--- config.mk ---
export PLATFORM = sky130hd
export DESIGN_NAME = universal_circuit_evaluator
export DESIGN_NICKNAME = d
export VERILOG_FILES = /design/src/uce_pkg.sv /design/src/uce_ram.sv /design/src/uce_wire_store.sv /design/src/uce_exec.sv /design/src/universal_circuit_evaluator.sv
export SDC_FILE = /design/constraint.sdc
export NUM_CORES = 2
export LEC_CHECK = 0
export BUFFER_PORTS_ARGS = -buffer_cell sky130_fd_sc_hd__buf_4
export CORE_ASPECT_RATIO = 1.75
export CORE_MARGIN = 2
export CORE_UTILIZATION = 40
export DETAILED_ROUTE_END_ITERATION = 6
export PLACE_DENSITY = 0.6
export SYNTH_ARGS = -nofsm -noshare
export SYNTH_HDL_FRONTEND = slang
export SYNTH_SLANG_ARGS = --single-unit
--- constraint.sdc ---
create_clock -name clock -period 31.6 [get_ports clock]
set_input_delay 4.74 -clock clock [delete_from_list [all_inputs] [get_ports clock]]
set_output_delay 4.74 -clock clock [all_outputs]
set_load 0.05 [all_outputs]
--- src/uce_pkg.sv ---
// shared types and constants for the universal circuit evaluator
`timescale 1ns / 1ps

package uce_pkg;

   localparam int WIRES     = 1024;
   localparam int ADDR_W    = $clog2(WIRES);
   localparam int COUNT_W   = ADDR_W + 1;
   localparam int ROW_W     = ADDR_W - 1;
   localparam int BANKS     = 2;
   localparam int SRCS      = 3;

   localparam logic [1:0] MAX_ARITY     = 2'd3;
   localparam logic [1:0] MAX_GATE_OUTS = 2'd2;

   typedef enum logic [2:0] {
      OP_LOAD    = 3'd0,
      OP_XSWITCH = 3'd1,
      OP_YSELECT = 3'd2,
      OP_UGATE   = 3'd3,
      OP_READ    = 3'd4,
      OP_RESTART = 3'd5
   } op_type;

   typedef struct packed {
      op_type                         opcode;
      logic [SRCS-1:0][ADDR_W-1:0]    src;
      logic [1:0]                     gate_arity;
      logic [1:0]                     gate_outputs;
      logic [7:0]                     table_a;
      logic [7:0]                     table_b;
      logic                           prog_bit;
      logic                           input_bit;
      logic                           last_read;
   } item_type;

   // up to two appends per item, always to consecutive wires
   typedef struct packed {
      logic              we0;
      logic [ADDR_W-1:0] addr0;
      logic              val0;
      logic              we1;
      logic [ADDR_W-1:0] addr1;
      logic              val1;
   } append_type;

endpackage

--- src/uce_ram.sv ---
// generic one-write one-read memory with registered read data
`timescale 1ns / 1ps

module uce_ram #(
   parameter int ADDR_W = 9,
   parameter int WIDTH  = 1
) (
   input  logic              clock,
   input  logic              wr_en,
   input  logic [ADDR_W-1:0] wr_addr,
   input  logic [WIDTH-1:0]  wr_data,
   input  logic [ADDR_W-1:0] rd_addr,
   output logic [WIDTH-1:0]  rd_data
);

   logic [WIDTH-1:0] mem [0:(1 << ADDR_W)-1];
   logic [WIDTH-1:0] rd_data_ff;

   always_ff @(posedge clock) begin
      if (wr_en) begin
         mem[wr_addr] <= wr_data;
      end
      rd_data_ff <= mem[rd_addr];
   end

   assign rd_data = rd_data_ff;

endmodule

--- src/uce_wire_store.sv ---
// wire store: two parity banks, one copy per read port, plus write forwarding
`timescale 1ns / 1ps

module uce_wire_store (
   input  logic                                    clock,
   input  logic                                    reset,
   input  logic [uce_pkg::SRCS-1:0][uce_pkg::ADDR_W-1:0] rd_addr,
   input  uce_pkg::append_type                     wr,
   output logic [uce_pkg::SRCS-1:0]                rd_data
);

   import uce_pkg::*;

   logic [SRCS-1:0][ADDR_W-1:0] rd_addr_ff;
   append_type                  fwd_ff;

   logic [BANKS-1:0]            bank_we;
   logic [BANKS-1:0][ROW_W-1:0] bank_addr;
   logic [BANKS-1:0]            bank_val;
   logic [BANKS-1:0][SRCS-1:0]  ram_q;

   always_ff @(posedge clock) begin
      if (reset) begin
         fwd_ff <= '0;
      end else begin
         fwd_ff <= wr;
      end
      rd_addr_ff <= rd_addr;
   end

   // the two appends always land in opposite banks
   for (genvar b = 0; b < BANKS; b++) begin : g_bank
      always_comb begin
         bank_we[b]   = 1'b0;
         bank_addr[b] = wr.addr0[ADDR_W-1:1];
         bank_val[b]  = wr.val0;
         if (wr.we0 && (wr.addr0[0] == 1'(b))) begin
            bank_we[b]   = 1'b1;
            bank_addr[b] = wr.addr0[ADDR_W-1:1];
            bank_val[b]  = wr.val0;
         end else if (wr.we1 && (wr.addr1[0] == 1'(b))) begin
            bank_we[b]   = 1'b1;
            bank_addr[b] = wr.addr1[ADDR_W-1:1];
            bank_val[b]  = wr.val1;
         end
      end

      for (genvar i = 0; i < SRCS; i++) begin : g_copy
         uce_ram #(
            .ADDR_W (ROW_W),
            .WIDTH  (1)
         ) u_ram (
            .clock   (clock),
            .wr_en   (bank_we[b]),
            .wr_addr (bank_addr[b]),
            .wr_data (bank_val[b]),
            .rd_addr (rd_addr[i][ADDR_W-1:1]),
            .rd_data (ram_q[b][i])
         );
      end
   end

   // wires appended at the read edge are not yet in the memory
   for (genvar i = 0; i < SRCS; i++) begin : g_read
      always_comb begin
         if (fwd_ff.we1 && (fwd_ff.addr1 == rd_addr_ff[i])) begin
            rd_data[i] = fwd_ff.val1;
         end else if (fwd_ff.we0 && (fwd_ff.addr0 == rd_addr_ff[i])) begin
            rd_data[i] = fwd_ff.val0;
         end else begin
            rd_data[i] = ram_q[rd_addr_ff[i][0]][i];
         end
      end
   end

endmodule

--- src/uce_exec.sv ---
// element evaluation: source checks, switch/select/lookup, append and error update
`timescale 1ns / 1ps

module uce_exec (
   input  uce_pkg::item_type               item,
   input  logic                            item_valid,
   input  logic [uce_pkg::SRCS-1:0]        fetch_data,
   input  logic [uce_pkg::COUNT_W-1:0]     count,
   input  logic                            error,
   output uce_pkg::append_type             wr,
   output logic [uce_pkg::COUNT_W-1:0]     count_next,
   output logic                            error_next,
   output logic                            rsp_strobe,
   output logic                            rsp_value,
   output logic                            rsp_err
);

   import uce_pkg::*;

   logic [SRCS-1:0] src_ok;
   logic [SRCS-1:0] src_val;
   logic [SRCS-1:0] src_used;
   logic [1:0]      n_in;
   logic [1:0]      n_out;
   logic [2:0]      lut_idx;
   logic [1:0]      n_app;
   logic            bit0;
   logic            bit1;
   logic            room0;
   logic            room1;
   logic            fetch_err;
   logic            over_err;

   for (genvar i = 0; i < SRCS; i++) begin : g_src
      assign src_ok[i]  = {1'b0, item.src[i]} < count;
      assign src_val[i] = src_ok[i] & fetch_data[i];
   end

   always_comb begin
      n_in = item.gate_arity;
      if (n_in == 2'd0) begin
         n_in = 2'd1;
      end else if (n_in > MAX_ARITY) begin
         n_in = MAX_ARITY;
      end
      n_out = item.gate_outputs;
      if (n_out == 2'd0) begin
         n_out = 2'd1;
      end else if (n_out > MAX_GATE_OUTS) begin
         n_out = MAX_GATE_OUTS;
      end
   end

   // first source is the msb of the lookup index
   always_comb begin
      case (n_in)
         2'd1:    lut_idx = {2'b00, src_val[0]};
         2'd2:    lut_idx = {1'b0, src_val[0], src_val[1]};
         default: lut_idx = {src_val[0], src_val[1], src_val[2]};
      endcase
   end

   always_comb begin
      src_used = '0;
      n_app    = 2'd0;
      bit0     = 1'b0;
      bit1     = 1'b0;
      case (item.opcode)
         OP_LOAD: begin
            n_app = 2'd1;
            bit0  = item.input_bit;
         end
         OP_XSWITCH: begin
            src_used = 3'b011;
            n_app    = 2'd2;
            bit0     = item.prog_bit ? src_val[1] : src_val[0];
            bit1     = item.prog_bit ? src_val[0] : src_val[1];
         end
         OP_YSELECT: begin
            src_used = 3'b011;
            n_app    = 2'd1;
            bit0     = item.prog_bit ? src_val[0] : src_val[1];
         end
         OP_UGATE: begin
            src_used = {n_in == 2'd3, n_in != 2'd1, 1'b1};
            n_app    = n_out;
            bit0     = item.table_a[lut_idx];
            bit1     = item.table_b[lut_idx];
         end
         OP_READ: begin
            src_used = 3'b001;
         end
         default: begin
         end
      endcase
   end

   assign fetch_err = |(src_used & ~src_ok);
   assign room0     = count < COUNT_W'(WIRES);
   assign room1     = count < COUNT_W'(WIRES - 1);
   assign over_err  = ((n_app != 2'd0) && !room0) || ((n_app == 2'd2) && !room1);

   always_comb begin
      wr.we0   = item_valid && (n_app != 2'd0) && room0;
      wr.addr0 = count[ADDR_W-1:0];
      wr.val0  = bit0;
      wr.we1   = item_valid && (n_app == 2'd2) && room1;
      wr.addr1 = count[ADDR_W-1:0] + ADDR_W'(1);
      wr.val1  = bit1;
   end

   always_comb begin
      count_next = count;
      error_next = error;
      if (item_valid) begin
         if (item.opcode == OP_RESTART) begin
            count_next = '0;
            error_next = 1'b0;
         end else begin
            count_next = count + {{(COUNT_W-1){1'b0}}, wr.we0}
                               + {{(COUNT_W-1){1'b0}}, wr.we1};
            error_next = error | fetch_err | over_err;
         end
      end
   end

   assign rsp_strobe = item_valid && (item.opcode == OP_READ);
   assign rsp_value  = src_val[0];
   assign rsp_err    = error | fetch_err;

endmodule

--- src/universal_circuit_evaluator.sv ---
// universal circuit evaluator top level
// one item accepted every cycle; busy is never raised and results are never stalled
// a read item's result passes through item_valid_ff and then rsp_valid_ff and is strobed on rsp_valid
// the wire store is read at the accepting edge; wires appended by the previous item are forwarded
// synchronous reset empties the store (wire count zero) and clears the sticky error
// store contents are not cleared: only wires below the count are ever used
`timescale 1ns / 1ps

module universal_circuit_evaluator (
   input  logic                       clock,
   input  logic                       reset,
   input  logic                       start,
   output logic                       busy,
   input  logic [2:0]                 req_opcode,
   input  logic [uce_pkg::ADDR_W-1:0] req_src0,
   input  logic [uce_pkg::ADDR_W-1:0] req_src1,
   input  logic [uce_pkg::ADDR_W-1:0] req_src2,
   input  logic [1:0]                 req_gate_arity,
   input  logic [1:0]                 req_gate_outputs,
   input  logic [7:0]                 req_table_a,
   input  logic [7:0]                 req_table_b,
   input  logic                       req_prog_bit,
   input  logic                       req_input_bit,
   input  logic                       req_last_read,
   output logic                       rsp_valid,
   output logic                       rsp_wire_value,
   output logic                       rsp_is_last,
   output logic                       rsp_error
);

   import uce_pkg::*;

   item_type             item_in;
   item_type             item_ff;
   logic                 item_valid_ff;
   logic [COUNT_W-1:0]   count_ff;
   logic [COUNT_W-1:0]   count_in;
   logic                 error_ff;
   logic                 error_in;
   logic                 rsp_valid_ff;
   logic                 rsp_valid_in;
   logic                 rsp_value_ff;
   logic                 rsp_value_in;
   logic                 rsp_last_ff;
   logic                 rsp_err_ff;
   logic                 rsp_err_in;
   logic [SRCS-1:0]      fetch_data;
   append_type           wr;
   logic                 accept;

   assign busy   = 1'b0;
   assign accept = start && !busy;

   always_comb begin
      item_in.opcode       = op_type'(req_opcode);
      item_in.src          = {req_src2, req_src1, req_src0};
      item_in.gate_arity   = req_gate_arity;
      item_in.gate_outputs = req_gate_outputs;
      item_in.table_a      = req_table_a;
      item_in.table_b      = req_table_b;
      item_in.prog_bit     = req_prog_bit;
      item_in.input_bit    = req_input_bit;
      item_in.last_read    = req_last_read;
   end

   uce_wire_store u_store (
      .clock   (clock),
      .reset   (reset),
      .rd_addr (item_in.src),
      .wr      (wr),
      .rd_data (fetch_data)
   );

   uce_exec u_exec (
      .item       (item_ff),
      .item_valid (item_valid_ff),
      .fetch_data (fetch_data),
      .count      (count_ff),
      .error      (error_ff),
      .wr         (wr),
      .count_next (count_in),
      .error_next (error_in),
      .rsp_strobe (rsp_valid_in),
      .rsp_value  (rsp_value_in),
      .rsp_err    (rsp_err_in)
   );

   always_ff @(posedge clock) begin
      if (reset) begin
         item_valid_ff <= 1'b0;
         count_ff      <= '0;
         error_ff      <= 1'b0;
         rsp_valid_ff  <= 1'b0;
      end else begin
         item_valid_ff <= accept;
         count_ff      <= count_in;
         error_ff      <= error_in;
         rsp_valid_ff  <= rsp_valid_in;
      end
   end

   always_ff @(posedge clock) begin
      if (accept) begin
         item_ff <= item_in;
      end
      rsp_value_ff <= rsp_value_in;
      rsp_last_ff  <= item_ff.last_read;
      rsp_err_ff   <= rsp_err_in;
   end

   assign rsp_valid      = rsp_valid_ff;
   assign rsp_wire_value = rsp_value_ff;
   assign rsp_is_last    = rsp_last_ff;
   assign rsp_error      = rsp_err_ff;

endmodule

==> run summary <==
Clk pwr share = 39.0%
initial antenna violation count = 1
CTS resizes = 0
TritonCTS Buffers = 106
Final Cycle Share = 30.3%
CP Launch Type = primary input
crit path cell chain = buf_8 > buf_4 > buf_4 > buf_4 > mux4_2 > mux4_2 > mux4_2 > mux4_2 > mux2_2
HPWL Detailed = 117000 um
Hold Vio Cnt, Final = 0
final slew viol count = 0
remaining global-route overflow = 0
Buffers on Ports = 61
P&R area growth vs syn = 9.12%
Longest Clk Path Bufs = 3
Root Driver = clkbuf_16
crit end category = register
Post-Syn Area per Cell = 15.8 um2
total wire length = 199000 um
largest cells by area after synthesis = edfxtp_1 (49%), mux4_2 (35%), nor2_1 (6.2%)
top cell type's share of synthesized area = 49.2%
Comb pwr share = 11.1%
skew final = 0.0279 ns
die width = 311 um
Yosys reg bits = 1156
Final Cell Area = 71900 um2
Post-Syn Nets = 4264
Global Route Usage Sum = 23.6%
switching power as a share of total power = 23.9%
clock tree sinks = 1156
post-synthesis cell type count = 55
Clk pin slew, worst setup/hold paths = 0.07 ns
register area share after synthesis = 51.5%
post-synth top area cell = edfxtp_1
pin count of the biggest net entering global routing = 137
vias in the first global route = 42508
Worst Tran Pin Value = 1.22 ns
H-tree depth = 3
top post-synthesis cells by count = nor2_1 (1094), edfxtp_1 (1079), mux4_2 (1020), clkbuf_1 (262), nand2_1 (136)
RSZ-0062 raised after global routing = false
Slew headroom = 18.6%
fillcell total = 14506
I/O pins = 64
number of synthesized flops with an enable pin = 1079
pwr/cell area = 48.3 nW/um2
# hold bufs at CTS = 0
Critical Path Most Common Cell = mux4_2
routed vias = 40258
Worst EP required = 32.20 ns
# DRC = 0
Die ar. = 168000 um2
global-route wire length before repair = 289000 um
Initial DRT Pass Iterations = 6
Int Pwr = 2.64 mW
final-stage net count = 4117
CTS tree = done
Crit Path Category = in2reg
vias per std cell = 6.38
slowest CP cell = buf_4
number of core rows = 197
core footprint = 164000 um2
final setup vio count = 0
Crit path arrival time = 10.18 ns
status = completed
crit path time final = 9.58 ns
Max Freq = 0.104 GHz
Die Ht = 541 um
switching pwr = 0.830 mW
sequential power share = 49.9%
setup TNS = 0 ns
clock latency on the worst-skew pair = 0.72 ns
DR iter-0 viols = 3917
Main synth FF type = edfxtp_1
Placed Area = 68300 um2
synthesized area = 65900 um2
crit path max fanout = 66
Pleak = 21.0 nW
ys async rst share = 0%
postcts setup bufs = 0
layout cells sized above 1 = 33.6%
Starting Density = 40.1%
most frequent cell after synthesis = nor2_1
maxcap violations = 0
Avg WL per Cell = 31.6 um
Synth Instances = 4173
Yosys warnings = 0
worst ir drop on vdd = 0.0319 mV
routability congestion estimate = 0.850
Tightest Hold Check Type = reg2reg
Final ANT Viol Nets = 0
CP max stage delay = 0.90 ns
==> kinds of logic (layout without fill, tap and decap cells) <==
family / count (synthesis) / count (layout) / synth area share [%]
simple gates: 1327 / 1327 / 7.87
flops: 1156 / 1156 / 51.5
mux: 1035 / 1035 / 35.1
buf+inv: 427 / 370 / 2.62
xor+xnor: 101 / 101 / 1.34
compound gates: 94 / 94 / 0.921
fa+ha+maj: 32 / 32 / 0.619
other cells: 1 / 2 / 0.00569
==> worst max-delay path, delay by kind of cell <==
kind / cells / cell delay (ns)
buffers and inverters: 4 / 2.89
multiplexers: 5 / 2.41
==> cell type report <==
cell class              count  area (um2)  share of cell area [%]
multi-input cells        2590       30300                    42.2
well taps                2189        2740                    3.81
flip-flops and latches   1156       33900                    47.2
diodes                      1        2.50                 0.00348
inverters                  21        78.8                   0.110
clock buffers             142        2970                    4.14
clock inverters            56         598                   0.832
repair buffers            151        1210                    1.69
==> worst paths after layout <==
| kind | startpoint | to | slack, ns | depth (start not counted) |
|---|---|---|---|---|
| max | req_src0[2] | u_store.g_bank[0].g_copy[0].u_ram.rd_data$_DFF_P_ | 22.02 | 9 |
| min | item_ff[0]$_DFFE_PP_ | rsp_is_last$_DFF_P_ | 0.36 | 0 |
| max reg2reg | count_ff[4]$_SDFFE_PP0P_ | u_store.g_bank[1].g_copy[1].u_ram.mem[383]$_DFFE_PP_ | 23.03 | 15 |
| min reg2reg | item_ff[0]$_DFFE_PP_ | rsp_is_last$_DFF_P_ | 0.36 | 0 |
==> per-stage QoR <==
step | util, % | total power [mW] | instances | hold slack [ns] | setup WS (ns)
finish | 43.8 | 3.47 | 6306 | 0.357 | 22.02
floorplan | - | 2.10 | 4173 | 0.323 | 1.46
detailed placement | 41.6 | 2.15 | 6107 | 0.345 | 21.10
CTS | 43.8 | 3.49 | 6305 | 0.360 | 21.86
global route | 43.8 | 3.56 | 6306 | 0.368 | 21.65
global placement | 41.6 | 2.15 | 6107 | 0.335 | 21.06
==> power groups by stage <==
stage	Combinational, mW	Clock [mW]	Sequential [mW]
6_report	0.385	1.36	1.73
4_1_cts	0.387	1.37	1.73
3_3_place_gp	0.384	0	1.76
2_1_floorplan	0.258	0	1.84
5_1_grt	0.402	1.42	1.73
3_5_place_dp	0.386	0	1.76
==> placed cells by master, fill, tap and decap left out, drive strengths merged, types with 6 or more instances in the layout <==
master and instances:
edfxtp 1079, nor2 1094, a211oi 7, o21ai 21, xnor2 101, mux2i 6
nand3 18, nand2b 7, mux4 1020, a21oi 27, ha 31, clkinv 39
buf 151, bufinv 11, mux2 9, nor3 23, dfxtp 77, nor2b 7
nand4 20, a31oi 6, inv 20, clkbuf 142, nand2 136, clkinvlp 7
==> state kept, by name, indices dropped and copies added, names as in the netlist <==
register and cells:
u_store.g_bank.g_copy.u_ram.mem 1024, item_ff 55, u_store.rd_addr_ff 30, u_store.fwd_ff 24
count_ff 11, u_store.g_bank.g_copy.u_ram.rd_data 6, error_ff 1, item_valid_ff 1
rsp_error 1, rsp_is_last 1, rsp_valid 1, rsp_wire_value 1
==> routing by layer <==
layer / vias to the layer above / share of wire [%] / track usage [%]
met2: 1732 / 55 / 44.2
met3: 433 / 6.5 / 3.14
met5: - / 0 / 0
li1: 16387 / - / -
met1: 21706 / 34 / 26.2
met4: 0 / 5.3 / 11.7
Power figures use the tool's default switching activity.
